$ cat src/rtl/s256_pkg.sv
// shared types, constants and round functions for the sha-256 byte hasher
`timescale 1ns / 1ps
package s256_pkg;

	localparam int ROUNDS_DEF = 64;

	localparam logic [31:0] RC_TABLE [64] = '{
		32'h428a2f98, 32'h71374491, 32'hb5c0fbcf, 32'he9b5dba5,
		32'h3956c25b, 32'h59f111f1, 32'h923f82a4, 32'hab1c5ed5,
		32'hd807aa98, 32'h12835b01, 32'h243185be, 32'h550c7dc3,
		32'h72be5d74, 32'h80deb1fe, 32'h9bdc06a7, 32'hc19bf174,
		32'he49b69c1, 32'hefbe4786, 32'h0fc19dc6, 32'h240ca1cc,
		32'h2de92c6f, 32'h4a7484aa, 32'h5cb0a9dc, 32'h76f988da,
		32'h983e5152, 32'ha831c66d, 32'hb00327c8, 32'hbf597fc7,
		32'hc6e00bf3, 32'hd5a79147, 32'h06ca6351, 32'h14292967,
		32'h27b70a85, 32'h2e1b2138, 32'h4d2c6dfc, 32'h53380d13,
		32'h650a7354, 32'h766a0abb, 32'h81c2c92e, 32'h92722c85,
		32'ha2bfe8a1, 32'ha81a664b, 32'hc24b8b70, 32'hc76c51a3,
		32'hd192e819, 32'hd6990624, 32'hf40e3585, 32'h106aa070,
		32'h19a4c116, 32'h1e376c08, 32'h2748774c, 32'h34b0bcb5,
		32'h391c0cb3, 32'h4ed8aa4a, 32'h5b9cca4f, 32'h682e6ff3,
		32'h748f82ee, 32'h78a5636f, 32'h84c87814, 32'h8cc70208,
		32'h90befffa, 32'ha4506ceb, 32'hbef9a3f7, 32'hc67178f2
	};

	localparam logic [31:0] IV_TABLE [8] = '{
		32'h6a09e667, 32'hbb67ae85, 32'h3c6ef372, 32'ha54ff53a,
		32'h510e527f, 32'h9b05688c, 32'h1f83d9ab, 32'h5be0cd19
	};

	localparam logic [7:0] PAD_BYTE = 8'h80;

	// controller states
	typedef enum logic [3:0] {
		ST_IDLE,
		ST_PAD,
		ST_LEN,
		ST_LOAD,
		ST_ROUND,
		ST_ADD,
		ST_EMIT
	} ctl_state_t;

	// controller to compression core
	typedef struct packed {
		logic start;
		logic add_iv;
	} core_cmd_t;

	// compression core to controller
	typedef struct packed {
		logic busy;
		logic done;
	} core_sts_t;

	function automatic logic [31:0] rotr(input logic [31:0] x, input int n);
		rotr = (x >> n) | (x << (32 - n));
	endfunction

	function automatic logic [31:0] bsig0(input logic [31:0] x);
		bsig0 = rotr(x, 2) ^ rotr(x, 13) ^ rotr(x, 22);
	endfunction

	function automatic logic [31:0] bsig1(input logic [31:0] x);
		bsig1 = rotr(x, 6) ^ rotr(x, 11) ^ rotr(x, 25);
	endfunction

	function automatic logic [31:0] ssig0(input logic [31:0] x);
		ssig0 = rotr(x, 7) ^ rotr(x, 18) ^ (x >> 3);
	endfunction

	function automatic logic [31:0] ssig1(input logic [31:0] x);
		ssig1 = rotr(x, 17) ^ rotr(x, 19) ^ (x >> 10);
	endfunction

endpackage

$ cat src/rtl/s256_core.sv
// compression core: schedule memory, round registers and chain value memory
`timescale 1ns / 1ps
module s256_core #(
	parameter int ROUNDS = s256_pkg::ROUNDS_DEF
) (
	input  logic                clk,
	input  logic                arst_n,
	input  s256_pkg::core_cmd_t cmd,
	output s256_pkg::core_sts_t sts,
	// block word writes from the controller
	input  logic                blk_we,
	input  logic [3:0]          blk_addr,
	input  logic [31:0]         blk_wdata,
	// chain value readout
	input  logic [2:0]          cv_raddr,
	output logic [31:0]         cv_rdata,
	input  logic                cv_reinit
);
	import s256_pkg::*;

	localparam int RW = $clog2(ROUNDS + 1);

	// window memory: 16 message schedule words
	logic [31:0] win_mem [16];
	// chain value memory
	logic [31:0] cv_mem [8];

	typedef enum logic [2:0] {
		C_IDLE, C_LDCV, C_SCH, C_RND, C_FIN
	} cst_t;
	cst_t cst_q;

	logic [RW-1:0] t_q;
	logic [4:0]    k_q;
	logic [31:0]   a_q, b_q, c_q, d_q, e_q, f_q, g_q, h_q;
	logic [31:0]   x2_q, x7_q, x15_q, x16_q, w_q;
	logic [31:0]   cv_rd_q;
	logic [7:0]    cv_init_q;
	logic [31:0]   t1, t2, wnew;
	logic [5:0]    tr;

	assign tr = t_q[5:0];
	assign wnew = ssig1(x2_q) + x7_q + ssig0(x15_q) + x16_q;
	assign t1 = h_q + bsig1(e_q) + ((e_q & f_q) ^ (~e_q & g_q)) + RC_TABLE[tr] + w_q;
	assign t2 = bsig0(a_q) + ((a_q & b_q) ^ (a_q & c_q) ^ (b_q & c_q));

	// chain value read port, shared by readout and the core; reinit marks
	// make an entry read as iv until rewritten
	logic [2:0]  cv_ra, cv_ra_s1;
	logic [31:0] cv_val;
	assign cv_ra = (cst_q == C_IDLE) ? cv_raddr : k_q[2:0];
	always_ff @(posedge clk) begin
		cv_rd_q  <= cv_mem[cv_ra];
		cv_ra_s1 <= cv_ra;
	end
	assign cv_val   = cv_init_q[cv_ra_s1] ? IV_TABLE[cv_ra_s1] : cv_rd_q;
	assign cv_rdata = cv_val;

	// window memory access: read the four schedule taps in turn, write one word
	logic [3:0]  wr_a;
	logic [31:0] win_rd_q;
	logic [3:0]  rd_a;
	always_comb begin
		case (k_q[1:0])
			2'd0:    rd_a = tr[3:0] - 4'd2;
			2'd1:    rd_a = tr[3:0] - 4'd7;
			2'd2:    rd_a = tr[3:0] - 4'd15;
			default: rd_a = tr[3:0];
		endcase
		if (cst_q != C_SCH || t_q < RW'(16)) rd_a = tr[3:0];
	end
	assign wr_a = blk_we ? blk_addr : tr[3:0];
	always_ff @(posedge clk) begin
		win_rd_q <= win_mem[rd_a];
		if (blk_we) win_mem[wr_a] <= blk_wdata;
		else if (cst_q == C_SCH && k_q == 5'd5) win_mem[wr_a] <= wnew;
	end

	assign sts.busy = (cst_q != C_IDLE);
	assign sts.done = (cst_q == C_FIN) && (k_q == 5'd8);

	// core sequencer
	always_ff @(posedge clk or negedge arst_n) begin
		if (!arst_n) begin
			cst_q     <= C_IDLE;
			t_q       <= '0;
			k_q       <= '0;
			cv_init_q <= '1;
		end else begin
			if (cv_reinit) cv_init_q <= '1;
			unique case (cst_q)
				C_IDLE: begin
					if (cmd.start) begin
						cst_q <= C_LDCV;
						k_q   <= '0;
						t_q   <= '0;
					end
				end
				C_LDCV: begin
					// k 0..7 issue reads, k 1..8 take the data
					k_q <= k_q + 5'd1;
					if (k_q == 5'd8) begin
						k_q   <= '0;
						cst_q <= C_SCH;
					end
				end
				C_SCH: begin
					// k 1..4 capture taps; k 5 compute/write; under 16 just one read
					k_q <= k_q + 5'd1;
					if (t_q < RW'(16) && k_q == 5'd1) begin
						k_q   <= '0;
						cst_q <= C_RND;
					end else if (k_q == 5'd5) begin
						k_q   <= '0;
						cst_q <= C_RND;
					end
				end
				C_RND: begin
					t_q <= t_q + RW'(1);
					if (t_q == RW'(ROUNDS - 1)) begin
						cst_q <= C_FIN;
						k_q   <= '0;
					end else cst_q <= C_SCH;
				end
				C_FIN: begin
					// read entry k, write back entry k-1 read the cycle before
					k_q <= k_q + 5'd1;
					if (k_q != 5'd0) cv_init_q[cv_ra_s1] <= 1'b0;
					if (k_q == 5'd8) begin
						cst_q <= C_IDLE;
						k_q   <= '0;
					end
				end
				default: cst_q <= C_IDLE;
			endcase
		end
	end

	// chain value memory write-back: add working vars into chain value
	logic [31:0] fin_add;
	always_comb begin
		case (cv_ra_s1)
			3'd0:    fin_add = a_q;
			3'd1:    fin_add = b_q;
			3'd2:    fin_add = c_q;
			3'd3:    fin_add = d_q;
			3'd4:    fin_add = e_q;
			3'd5:    fin_add = f_q;
			3'd6:    fin_add = g_q;
			default: fin_add = h_q;
		endcase
	end
	always_ff @(posedge clk) begin
		if (cst_q == C_FIN && k_q != 5'd0) cv_mem[cv_ra_s1] <= cv_val + fin_add;
	end

	// working registers
	always_ff @(posedge clk) begin
		if (cst_q == C_LDCV && k_q != 5'd0) begin
			{a_q, b_q, c_q, d_q, e_q, f_q, g_q, h_q} <=
				{b_q, c_q, d_q, e_q, f_q, g_q, h_q, cv_val};
		end
		if (cst_q == C_SCH) begin
			if (t_q < RW'(16)) begin
				if (k_q == 5'd1) w_q <= win_rd_q;
			end else begin
				case (k_q)
					5'd1: x2_q  <= win_rd_q;
					5'd2: x7_q  <= win_rd_q;
					5'd3: x15_q <= win_rd_q;
					5'd4: x16_q <= win_rd_q;
					5'd5: w_q   <= wnew;
					default: ;
				endcase
			end
		end
		if (cst_q == C_RND) begin
			h_q <= g_q;
			g_q <= f_q;
			f_q <= e_q;
			e_q <= d_q + t1;
			d_q <= c_q;
			c_q <= b_q;
			b_q <= a_q;
			a_q <= t1 + t2;
		end
	end
endmodule

$ cat src/rtl/s256_ctl.sv
// input packing, padding and digest output sequencing
`timescale 1ns / 1ps
module s256_ctl (
	input  logic                clk,
	input  logic                arst_n,
	input  logic                in_valid,
	output logic                in_stall,
	input  logic [7:0]          msg_byte,
	input  logic                has_byte,
	input  logic                end_of_message,
	output logic                out_valid,
	input  logic                out_stall,
	output logic [31:0]         digest_word,
	output logic [2:0]          word_index,
	output logic                last_word,
	output s256_pkg::core_cmd_t cmd,
	input  s256_pkg::core_sts_t sts,
	output logic                blk_we,
	output logic [3:0]          blk_addr,
	output logic [31:0]         blk_wdata,
	output logic [2:0]          cv_raddr,
	input  logic [31:0]         cv_rdata,
	output logic                cv_reinit
);
	import s256_pkg::*;

	ctl_state_t st_q, st_d;
	logic [60:0] cnt_q;
	logic [31:0] acc_q;
	logic [5:0]  pos_q;
	logic        fin_q, need_len_q, run_q;
	logic [3:0]  rd_q;
	logic        rd_pend_q;
	logic        accept, byte_acc;
	logic [63:0] bits;
	logic [5:0]  cur;
	logic        pad_go;

	assign accept   = in_valid && !in_stall;
	assign byte_acc = accept && has_byte;
	assign bits     = {cnt_q, 3'b000};
	assign cur      = cnt_q[5:0];
	assign in_stall = (st_q != ST_IDLE) || sts.busy || run_q;
	// padding waits while the core still works on the previous block
	assign pad_go   = (st_q == ST_PAD || st_q == ST_LEN) && !sts.busy;

	// next state
	always_comb begin
		st_d = st_q;
		unique case (st_q)
			ST_IDLE: if (accept && end_of_message) st_d = ST_PAD;
			ST_PAD:  if (pad_go && pos_q == 6'd63) st_d = ST_LOAD;
			         else if (pad_go && pos_q == 6'd55 && !need_len_q) st_d = ST_LEN;
			ST_LEN:  if (pad_go && pos_q == 6'd63) st_d = ST_LOAD;
			ST_LOAD: if (sts.done) st_d = need_len_q ? ST_PAD : ST_EMIT;
			ST_EMIT: if (!rd_pend_q && rd_q == 4'd8 && (!out_valid || !out_stall))
				st_d = ST_IDLE;
			default: st_d = ST_IDLE;
		endcase
	end

	// block word writes
	always_comb begin
		blk_we = 1'b0;
		blk_addr = pos_q[5:2];
		blk_wdata = acc_q;
		if (byte_acc && cur[1:0] == 2'd3) begin
			blk_we = 1'b1;
			blk_addr = cur[5:2];
			blk_wdata = {acc_q[31:8], msg_byte};
		end
		if (pad_go && pos_q[1:0] == 2'd3) begin
			blk_we = 1'b1;
			blk_addr = pos_q[5:2];
			if (st_q == ST_LEN)
				blk_wdata = pos_q[5:2] == 4'd14 ? bits[63:32] : bits[31:0];
			else blk_wdata = {acc_q[31:8], fin_q ? 8'h00 : PAD_BYTE};
		end
	end

	assign cmd.start  = (blk_we && blk_addr == 4'd15) && !sts.busy;
	assign cmd.add_iv = 1'b0;
	assign cv_raddr   = rd_q[2:0];
	assign cv_reinit  = (st_q == ST_EMIT) && st_d == ST_IDLE;

	// data path
	always_ff @(posedge clk or negedge arst_n) begin
		if (!arst_n) begin
			st_q <= ST_IDLE;
			cnt_q <= '0;
			acc_q <= '0;
			pos_q <= '0;
			fin_q <= 1'b0;
			need_len_q <= 1'b0;
			run_q <= 1'b0;
			rd_q <= '0;
			rd_pend_q <= 1'b0;
			out_valid <= 1'b0;
			digest_word <= '0;
			word_index <= '0;
			last_word <= 1'b0;
		end else begin
			st_q <= st_d;
			run_q <= cmd.start;
			if (byte_acc) begin
				cnt_q <= cnt_q + 61'd1;
				acc_q[31 - 8*cur[1:0] -: 8] <= msg_byte;
			end
			if (st_q == ST_IDLE && accept && end_of_message) begin
				pos_q <= byte_acc ? cur + 6'd1 : cur;
				fin_q <= 1'b0;
				need_len_q <= 1'b0;
				if ((byte_acc ? cur + 6'd1 : cur) >= 6'd56 && !(byte_acc && cur == 6'd63))
					need_len_q <= 1'b1;
				// first pad byte
				if (byte_acc && cur == 6'd63) begin
					pos_q <= 6'd0;
				end
			end
			if (pad_go) begin
				pos_q <= pos_q + 6'd1;
				if (st_q == ST_PAD) acc_q[31 - 8*pos_q[1:0] -: 8] <=
					(!fin_q) ? PAD_BYTE : 8'h00;
				if (st_q == ST_PAD) fin_q <= 1'b1;
				if (st_q == ST_PAD && pos_q == 6'd55 && !need_len_q) pos_q <= 6'd56;
			end
			if (st_q == ST_LOAD && sts.done) begin
				pos_q <= 6'd0;
				if (need_len_q) need_len_q <= 1'b0;
			end
			if (st_q == ST_IDLE && !(accept && end_of_message)) fin_q <= 1'b0;
			// digest readout, one word per free output slot
			if (st_q == ST_EMIT) begin
				if (out_valid && !out_stall) out_valid <= 1'b0;
				if (rd_pend_q) begin
					rd_pend_q <= 1'b0;
					out_valid <= 1'b1;
					digest_word <= cv_rdata;
					word_index <= 3'(rd_q - 4'd1);
					last_word <= (rd_q == 4'd8);
				end else if (rd_q != 4'd8 && (!out_valid || !out_stall)
						&& !(out_valid)) begin
					rd_pend_q <= 1'b1;
					rd_q <= rd_q + 4'd1;
				end
				if (st_d == ST_IDLE) begin
					rd_q <= '0;
					cnt_q <= '0;
				end
			end else if (out_valid && !out_stall) out_valid <= 1'b0;
		end
	end
endmodule

$ cat src/rtl/sha256_byte_stream_hasher.sv
// top level of the sha-256 byte stream hasher
`timescale 1ns / 1ps
// Takes one message byte per beat, packing bytes big-endian into a 16-word
// schedule memory. A byte beat that does not close a 64-byte block is taken
// without a stall. A full block loads the chain value, then for each round runs
// a schedule step and the shared round unit: the first sixteen rounds read their
// stored word, later ones build a new schedule word from four reads of the
// window memory's single read port plus an update step. It then folds the
// result back into the chain value, all with input stalled. On an end beat the
// block pads one byte per cycle while the core is idle, compresses one or two
// blocks and then returns the eight digest words, word 0 first; input stalls
// until the last word has been taken.
module sha256_byte_stream_hasher #(
	parameter int ROUNDS = s256_pkg::ROUNDS_DEF
) (
	input  logic        clk,
	input  logic        arst_n,
	input  logic        in_valid,
	output logic        in_stall,
	input  logic [7:0]  msg_byte,
	input  logic        has_byte,
	input  logic        end_of_message,
	output logic        out_valid,
	input  logic        out_stall,
	output logic [31:0] digest_word,
	output logic [2:0]  word_index,
	output logic        last_word
);
	import s256_pkg::*;

	core_cmd_t   cmd;
	core_sts_t   sts;
	logic        blk_we, cv_reinit;
	logic [3:0]  blk_addr;
	logic [31:0] blk_wdata, cv_rdata;
	logic [2:0]  cv_raddr;

	// control and padding
	s256_ctl u_ctl (
		.clk, .arst_n, .in_valid, .in_stall, .msg_byte, .has_byte, .end_of_message,
		.out_valid, .out_stall, .digest_word, .word_index, .last_word,
		.cmd, .sts, .blk_we, .blk_addr, .blk_wdata, .cv_raddr, .cv_rdata, .cv_reinit
	);

	// compression
	s256_core #(.ROUNDS(ROUNDS)) u_core (
		.clk, .arst_n, .cmd, .sts, .blk_we, .blk_addr, .blk_wdata,
		.cv_raddr, .cv_rdata, .cv_reinit
	);
endmodule

$ cat config.mk
export PLATFORM = sky130hd
export DESIGN_NAME = sha256_byte_stream_hasher
export DESIGN_NICKNAME = d
export VERILOG_FILES = /design/src/rtl/s256_pkg.sv /design/src/rtl/s256_core.sv /design/src/rtl/s256_ctl.sv /design/src/rtl/sha256_byte_stream_hasher.sv
export SDC_FILE = /design/constraint.sdc
export NUM_CORES = 2
export LEC_CHECK = 0
export BUFFER_PORTS_ARGS = -buffer_cell sky130_fd_sc_hd__buf_2
export CAP_MARGIN = 40
export CORE_MARGIN = 5
export CORE_UTILIZATION = 45
export DETAILED_ROUTE_END_ITERATION = 10
export GPL_TIMING_DRIVEN = 1
export PLACE_DENSITY = 0.69
export SLEW_MARGIN = 20
export SYNTH_ARGS = -nofsm -noshare
export SYNTH_HDL_FRONTEND = slang
export SYNTH_SLANG_ARGS = --single-unit
$ cat constraint.sdc
create_clock -name clk -period 19 [get_ports clk]
set_clock_uncertainty 0.15 [all_clocks]
set_input_delay 3.8 -clock clk [delete_from_list [all_inputs] [get_ports clk]]
set_output_delay 3.8 -clock clk [all_outputs]
set_load 0.02 [all_outputs]
# After elaboration in Yosys (flattened, before gate mapping)
# Memories as Yosys holds them, arrays and structs flattened. A register that Yosys moved wholly into a read port is not among the register bits.
# Cells that the tools add are included.
dict set report totals {
  reg_bits 590
  mem_bits_rw 768
  rom_bits 2304
  in_bits 14
  output_inout_bits 38
  word_cells 318
  n_memories 4
}
dict set report classes {
  addsub 25
  order_cmp 6
  eq_ne 40
  shift 4
  muxes 106
  bitwise 33
  reduce_logical 69
}
# name words word_bits read_ports rd_clocked_by_memory_dff write_ports line
set mem_list {}
lappend mem_list {{(no name shown)} 64 32 1 0 0 s256_core.sv:44} ;# assign t1 = h_q + bsig1(e_q) + ((e_q & f_q) ^ (~e_q & g_q)) + RC_TABLE[tr] + w_q;
lappend mem_list {u_core.win_mem 16 32 1 1 1 s256_core.sv:24} ;# logic [31:0] win_mem [16];
lappend mem_list {{(no name shown)} 8 32 1 0 0 s256_core.sv:56} ;# assign cv_val = cv_init_q[cv_ra_s1] ? IV_TABLE[cv_ra_s1] : cv_rd_q;
lappend mem_list {u_core.cv_mem 8 32 1 1 1 s256_core.sv:26} ;# logic [31:0] cv_mem [8];
# operator n
set op_table {}
lappend op_table {{2-to-1 mux 32 bit} 31}
lappend op_table {{adder 32 bit} 11}
lappend op_table {{XOR 32 bit} 9}
lappend op_table {{case mux 32 bit (7 select lines)} 1}
lappend op_table {{2-to-1 mux 61 bit} 3}
lappend op_table {{AND 32 bit} 5}
lappend op_table {{variable shift 8 x 34 -> 39 bit, first input constant} 2}
lappend op_table {{variable part select 8 x 34 -> 39 bit} 2}
lappend op_table {{negation 32 -> 34 bit} 2}
lappend op_table {{bitwise mux 32 bit} 2}
lappend op_table {{adder 61 x 1 -> 61 bit, second input constant} 1}
lappend op_table {{2-to-1 mux 4 bit} 13}
lappend op_table {{2-to-1 mux 8 bit} 5}
lappend op_table {{2-to-1 mux 6 bit} 6}
lappend op_table {{inverter 32 bit} 1}
lappend op_table {{OR 10 x 32 -> 32 bit} 1}
lappend op_table {{OR 13 x 32 -> 32 bit} 1}
lappend op_table {{OR 14 x 32 -> 32 bit} 1}
lappend op_table {{OR 15 x 32 -> 32 bit} 1}
lappend op_table {{OR 19 x 32 -> 32 bit} 1}
lappend op_table {{OR 21 x 32 -> 32 bit} 1}
lappend op_table {{OR 25 x 32 -> 32 bit} 1}
lappend op_table {{OR 26 x 32 -> 32 bit} 1}
lappend op_table {{OR 30 x 32 -> 32 bit} 1}
lappend op_table {{69 further kinds} 180}

# Depth between registers and ports, before layout
dict set report depth {
  word_depth 14
  ltp_mapped 40
  ltp_nobuf 37
}

# By module
# Synthesis repeated with hierarchy kept, for this count alone.
dict set report unflattened {
  cells_unflattened 6605
  area_unflattened_um2 75766.4
}
# mod instances cells_per_inst area_per_inst_um2 seq_area_each_um2
set modules_own_cells {}
lappend modules_own_cells {s256_core 1 5727 67689.9 37480.9}
lappend modules_own_cells {s256_ctl 1 878 8076.5 3703.6}

# Worst setup path before layout
# OpenSTA, ideal clock, no wires.
dict set report synth_timing {
  path_kind {register -> register}
  from {register u_core.k_q[0]}
  to {register u_core.a_q[0], enable pin}
  setup_time_ns 1.188
  t_arrival_ns 18.175
  required_time_ns 17.662
  setup_slack_ns -0.513
  stages_incl_launch_ff 8
  path_buffers 0
  synth_period_minus_slack_ns 19.513
  cell_sequence {dfrtp_1 inv_1 ha_1 inv_1 nor2_1 nand2_1 nor2_1 nor3_1}
}
dict set report synth_between {
  elab_chain_cells 3
}
# item line
set synth_rtl {}
lappend synth_rtl {{start, declared} s256_core.sv:34} ;# logic [4:0] k_q;
lappend synth_rtl {{start signal, assigned} s256_core.sv:101} ;# k_q <= k_q + 5'd1;
lappend synth_rtl {{start signal, assigned} s256_core.sv:109} ;# k_q <= k_q + 5'd1;
lappend synth_rtl {{start signal, assigned} s256_core.sv:127} ;# k_q <= k_q + 5'd1;
lappend synth_rtl {{nonzero test 5 bit} s256_core.sv:159} ;# if (cst_q == C_LDCV && k_q != 5'd0) begin
lappend synth_rtl {{logical AND 1 bit} s256_core.sv:159}
lappend synth_rtl {{nonzero test 2 bit (no line)} --}
lappend synth_rtl {{end signal, assigned} s256_core.sv:160} ;# {a_q, b_q, c_q, d_q, e_q, f_q, g_q, h_q} <=
lappend synth_rtl {{end signal, assigned} s256_core.sv:185} ;# a_q <= t1 + t2;
lappend synth_rtl {{end, declared} s256_core.sv:35} ;# logic [31:0] a_q, b_q, c_q, d_q, e_q, f_q, g_q, h_q;
# No other way between the ends.
# A chain may end at the register's enable or synchronous reset.

# Final worst setup path
dict set report layout_timing {
  from {register u_core.t_q[1]}
  to {register u_core.a_q[30], data pin}
}
dict set report layout_between {
  elab_chain_cells 8
}
# item line
set layout_rtl {}
lappend layout_rtl {{start, declared} s256_core.sv:33} ;# logic [RW-1:0] t_q;
lappend layout_rtl {{start signal, assigned} s256_core.sv:119} ;# t_q <= t_q + RW'(1);
lappend layout_rtl {{inverter 6 -> 7 bit (implied by the code)} s256_core.sv:44}
lappend layout_rtl {{memory (64 x 32 bit)} --}
lappend layout_rtl {{2-to-1 mux 32 bit (implied by the code) (2 in series)} s256_core.sv:44}
lappend layout_rtl {{adder 32 bit (2 in series)} s256_core.sv:44}
lappend layout_rtl {{adder 32 bit} s256_core.sv:185}
lappend layout_rtl {{2-to-1 mux 32 bit} s256_core.sv:177} ;# if (cst_q == C_RND) begin
# No other way between the ends. The select of a mux whose other input is x is not followed.

==> results.py <==
metrics = {
    "cts": {
        "cts_tree": "built",
        "post_cts_buffers": 0,
        "clk_latency_ps": 810,
        "cts-root-buf": "clkbuf_16",
        "clk_pin_slew_worst_paths_ps": 70,
        "clkSinkCount": 1422,
        "cts_max_level": 4,
        "cts_buffer_depth": 3,
        "cts_hold_buf": 0,
        "cts_buffers": 151,
        "ctsResizeCount": 0,
    },
    "global_route": {
        "overflow": 0,
        "antenna_found_initial": 5,
        "grt_max_degree": 177,
        "grt_pass1_wl_um": 341000,
        "first_global_vias": 52400,
        "track_usage": 0.252,
    },
    "route": {
        "ant_nets": 0,
        "drt_wl_total_um": 230000,
        "drtPass1Iterations": 9,
        "vias": 54800,
        "avgViaCountPerCell": 5.87,
        "drcViolationCount": 0,
        "wl_per_cell_um": 24.6,
        "initialDrtViolationCount": 6634,
    },
    "sta": {
        "fin_crit_sh": 0.550,
        "finalHoldWorstSlack_ps": 321,
        "tns_ps": 0,
        "rsz0062_at_grt": "false",
        "finalHoldViolCount": 0,
        "setup_viol": 0,
        "tightestPinTransition_ps": 1110,
        "slew_viol_final": 0,
        "fmax_mhz": 95.7,
        "max-slew-margin-rel": 0.259,
        "final.min_clock_period_ps": 10450,
    },
    "worst_setup_path": {
        "worst_ep_required_time_ps": 19390,
        "critPathArrivalTime_ps": 10840,
        "critPathTopFamily": "adder cells",
        "cpMostUsedCell": "fa_1",
        "rrSetupSlack_ps": 8550,
        "path_buf_inv": 3,
        "slowest_stage": "ha_1",
        "r2r_cells": 34,
        "rr_endpoint": "u_core.a_q[30]",
        "worst_setup_path_end_kind": "register",
        "r2r-start": "u_core.t_q[1]",
        "critPathKind": "register to register",
        "max_stage_delay_ps": 860,
        "crit_fanout": 17,
        "startpoint_type": "register",
    },
    "synth": {
        "syn_area_per_cell_um2": 10.8,
        "synth_area_leaders": "edfxtp_1, nand2_1, dfrtp_1",
        "synthXorXnorAreaFrac": 0.0522,
        "netlist-cell-type-count": 88,
        "syn_inst": 7034,
        "synth_edf_count": 1184,
        "synth_flop_cell": "edfxtp_1",
        "yosys.area_share.simple": 0.132,
        "synth_top_family_by_area": "simple AND/OR/NAND/NOR gates",
        "seq_area_frac_synth": 0.541,
        "synth-adder-area-share": 0.0852,
        "yosys_warnings": 0,
        "synth_area_um2": 76200,
        "ys_ff_latch": 1422,
        "postSynth.asyncResetShare": 0.120,
        "muxShareOfSynthArea": 0.0315,
        "synth_compound_area_frac": 0.123,
        "synth_fp_nets": 7433,
        "synth_area_leader_cell": "edfxtp_1",
        "synth_top_area_frac": 0.467,
    },
    "floorplanning": {
        "dieWidth_um": 421,
        "ioPinCount": 52,
        "design.core.area_um2": 169000,
        "dieHeight_um": 421,
        "start_util": 0.451,
        "die_area_um2": 178000,
        "rows": 151,
    },
    "pwr": {
        "p_clk_frac": 0.467,
        "power_switching_w": 0.00129,
        "ir_drop_mv": 0.0879,
        "seqPwrFrac": 0.531,
        "power_density_nw_per_um2": 74.4,
        "finalPower_w": 0.00628,
        "p_comb_frac": 0.002,
        "p_leak_nw": 32.4,
        "swShare": 0.205,
        "p_int_w": 0.00500,
    },
    "final_layout": {
        "drive_gt1_frac": 0.0790,
        "layout_common_cells": "nand2_1, edfxtp_1, a21oi_1",
        "largest_register_ffs": 512,
        "fin_area_um2": 84400,
        "instances_no_fill": 9332,
        "final_common_cell": "nand2_1",
        "top_register": "u_core.win_mem",
        "finalNetCount": 7385,
        "reg_top3": "u_core.win_mem x512, u_core.cv_mem x256, u_ctl.cnt_q x61",
        "area_growth_pct": 10.8,
    },
    "worst_hold_path": {
        "hold_class": "register to register",
        "whs_path_depth": 2,
        "hold_path_end": "u_ctl.word_index[2]",
        "hold_path_startpoint": "u_ctl.word_index[2]",
    },
    "placement": {
        "io_buffers": 51,
        "placed_area_um2": 79300,
        "place_congestion": 0.971,
        "dp.cells": 9039,
        "place_hpwl_um": 158000,
    },
    "flow_run": {
        "cap_violations": 0,
    },
    "run_status": {
        "status": "finished clean",
    },
}
layer usage:
| layer | track usage | wire length, um | vias to the layer above |
|---|---|---|---|
| li1 | - | - | 25000 |
| met5 | 0 | 13 | - |
| met3 | 0.0386 | 18100 | 440 |
| met4 | 0.118 | 12100 | 2 |
| met2 | 0.393 | 104000 | 2401 |
| met1 | 0.349 | 95700 | 27000 |
cells by family (layout without fill, tap and decap cells):
family,count (synthesis),in the layout
xor gates and xnor gates,454,454
muxes,225,225
adders and majority gates,411,411
buffers and inverters,706,784
and+or+nand+nor,2307,2307
other,1,3
DFF,1422,1422
AOI/OAI and AO/OA,1508,1508
worst max-delay path by stage:
stage | start | to | slack, ps | cells after the start
after floorplan | u_core.k_q[0] | u_core.a_q[0] | 7380 | 7
after global placement | u_core.t_q[1] | u_core.a_q[30] | 8720 | 34
after detailed placement | u_core.t_q[1] | u_core.a_q[30] | 8630 | 34
after CTS | u_core.t_q[1] | u_core.a_q[30] | 8600 | 34
after global routing | u_core.t_q[1] | u_core.a_q[30] | 8020 | 34
final | u_core.t_q[1] | u_core.a_q[30] | 8550 | 34
synthesized netlist by cell type (32+ instances only):
cell type / number
nand2_1: 1268
edfxtp_1: 1184
a21oi_1: 452
o21ai_0: 382
clkbuf_1: 377
nor2_1: 335
xnor2_1: 327
nand3_1: 313
a211oi_1: 270
inv_1: 269
ha_1: 197
mux2i_1: 191
fa_1: 188
dfrtp_1: 163
nor2b_1: 154
xor2_1: 127
dfxtp_1: 67
a22oi_1: 66
a21o_1: 63
nor3_1: 59
and3_1: 41
a222oi_1: 34
a31oi_1: 32
buf_1: 32
power groups by stage:
stage | combinational, W | sequential, W | clock, W
2_1_floorplan | 0.00000318 | 0.00340 | 0
3_3_place_gp | 0.0000149 | 0.00340 | 0
3_5_place_dp | 0.0000151 | 0.00340 | 0
4_1_cts | 0.0000151 | 0.00334 | 0.00297
5_1_grt | 0.0000177 | 0.00333 | 0.00311
6_report | 0.0000155 | 0.00334 | 0.00293
worst min-delay path, delay by kind of cell, from the launching register on:
kind / cells / cell delay, ps
compound gates: 1 / 60
flops: 1 / 330
simple gates: 1 / 50
per-stage QoR:
| step | setup WS (ps) | util |
|---|---|---|
| after detailed placement | 8630 | 0.470 |
| after CTS | 8600 | 0.499 |
| after floorplan | 7380 | - |
| final | 8550 | 0.500 |
| after global routing | 8020 | 0.500 |
| after global placement | 8720 | 0.467 |
final cells by class:
cell class | count | area, um2
Multi-Input combinational cell | 4906 | 32600
Timing Repair Buffer | 234 | 1870
Sequential cell | 1422 | 41200
Clock inverter | 69 | 842
Tap cell | 2218 | 2780
Antenna cell | 2 | 5.00
Clock buffer | 210 | 4110
Fill cell | 14900 | 84500
Inverter | 271 | 1020
(Power assumes the default switching activity.)
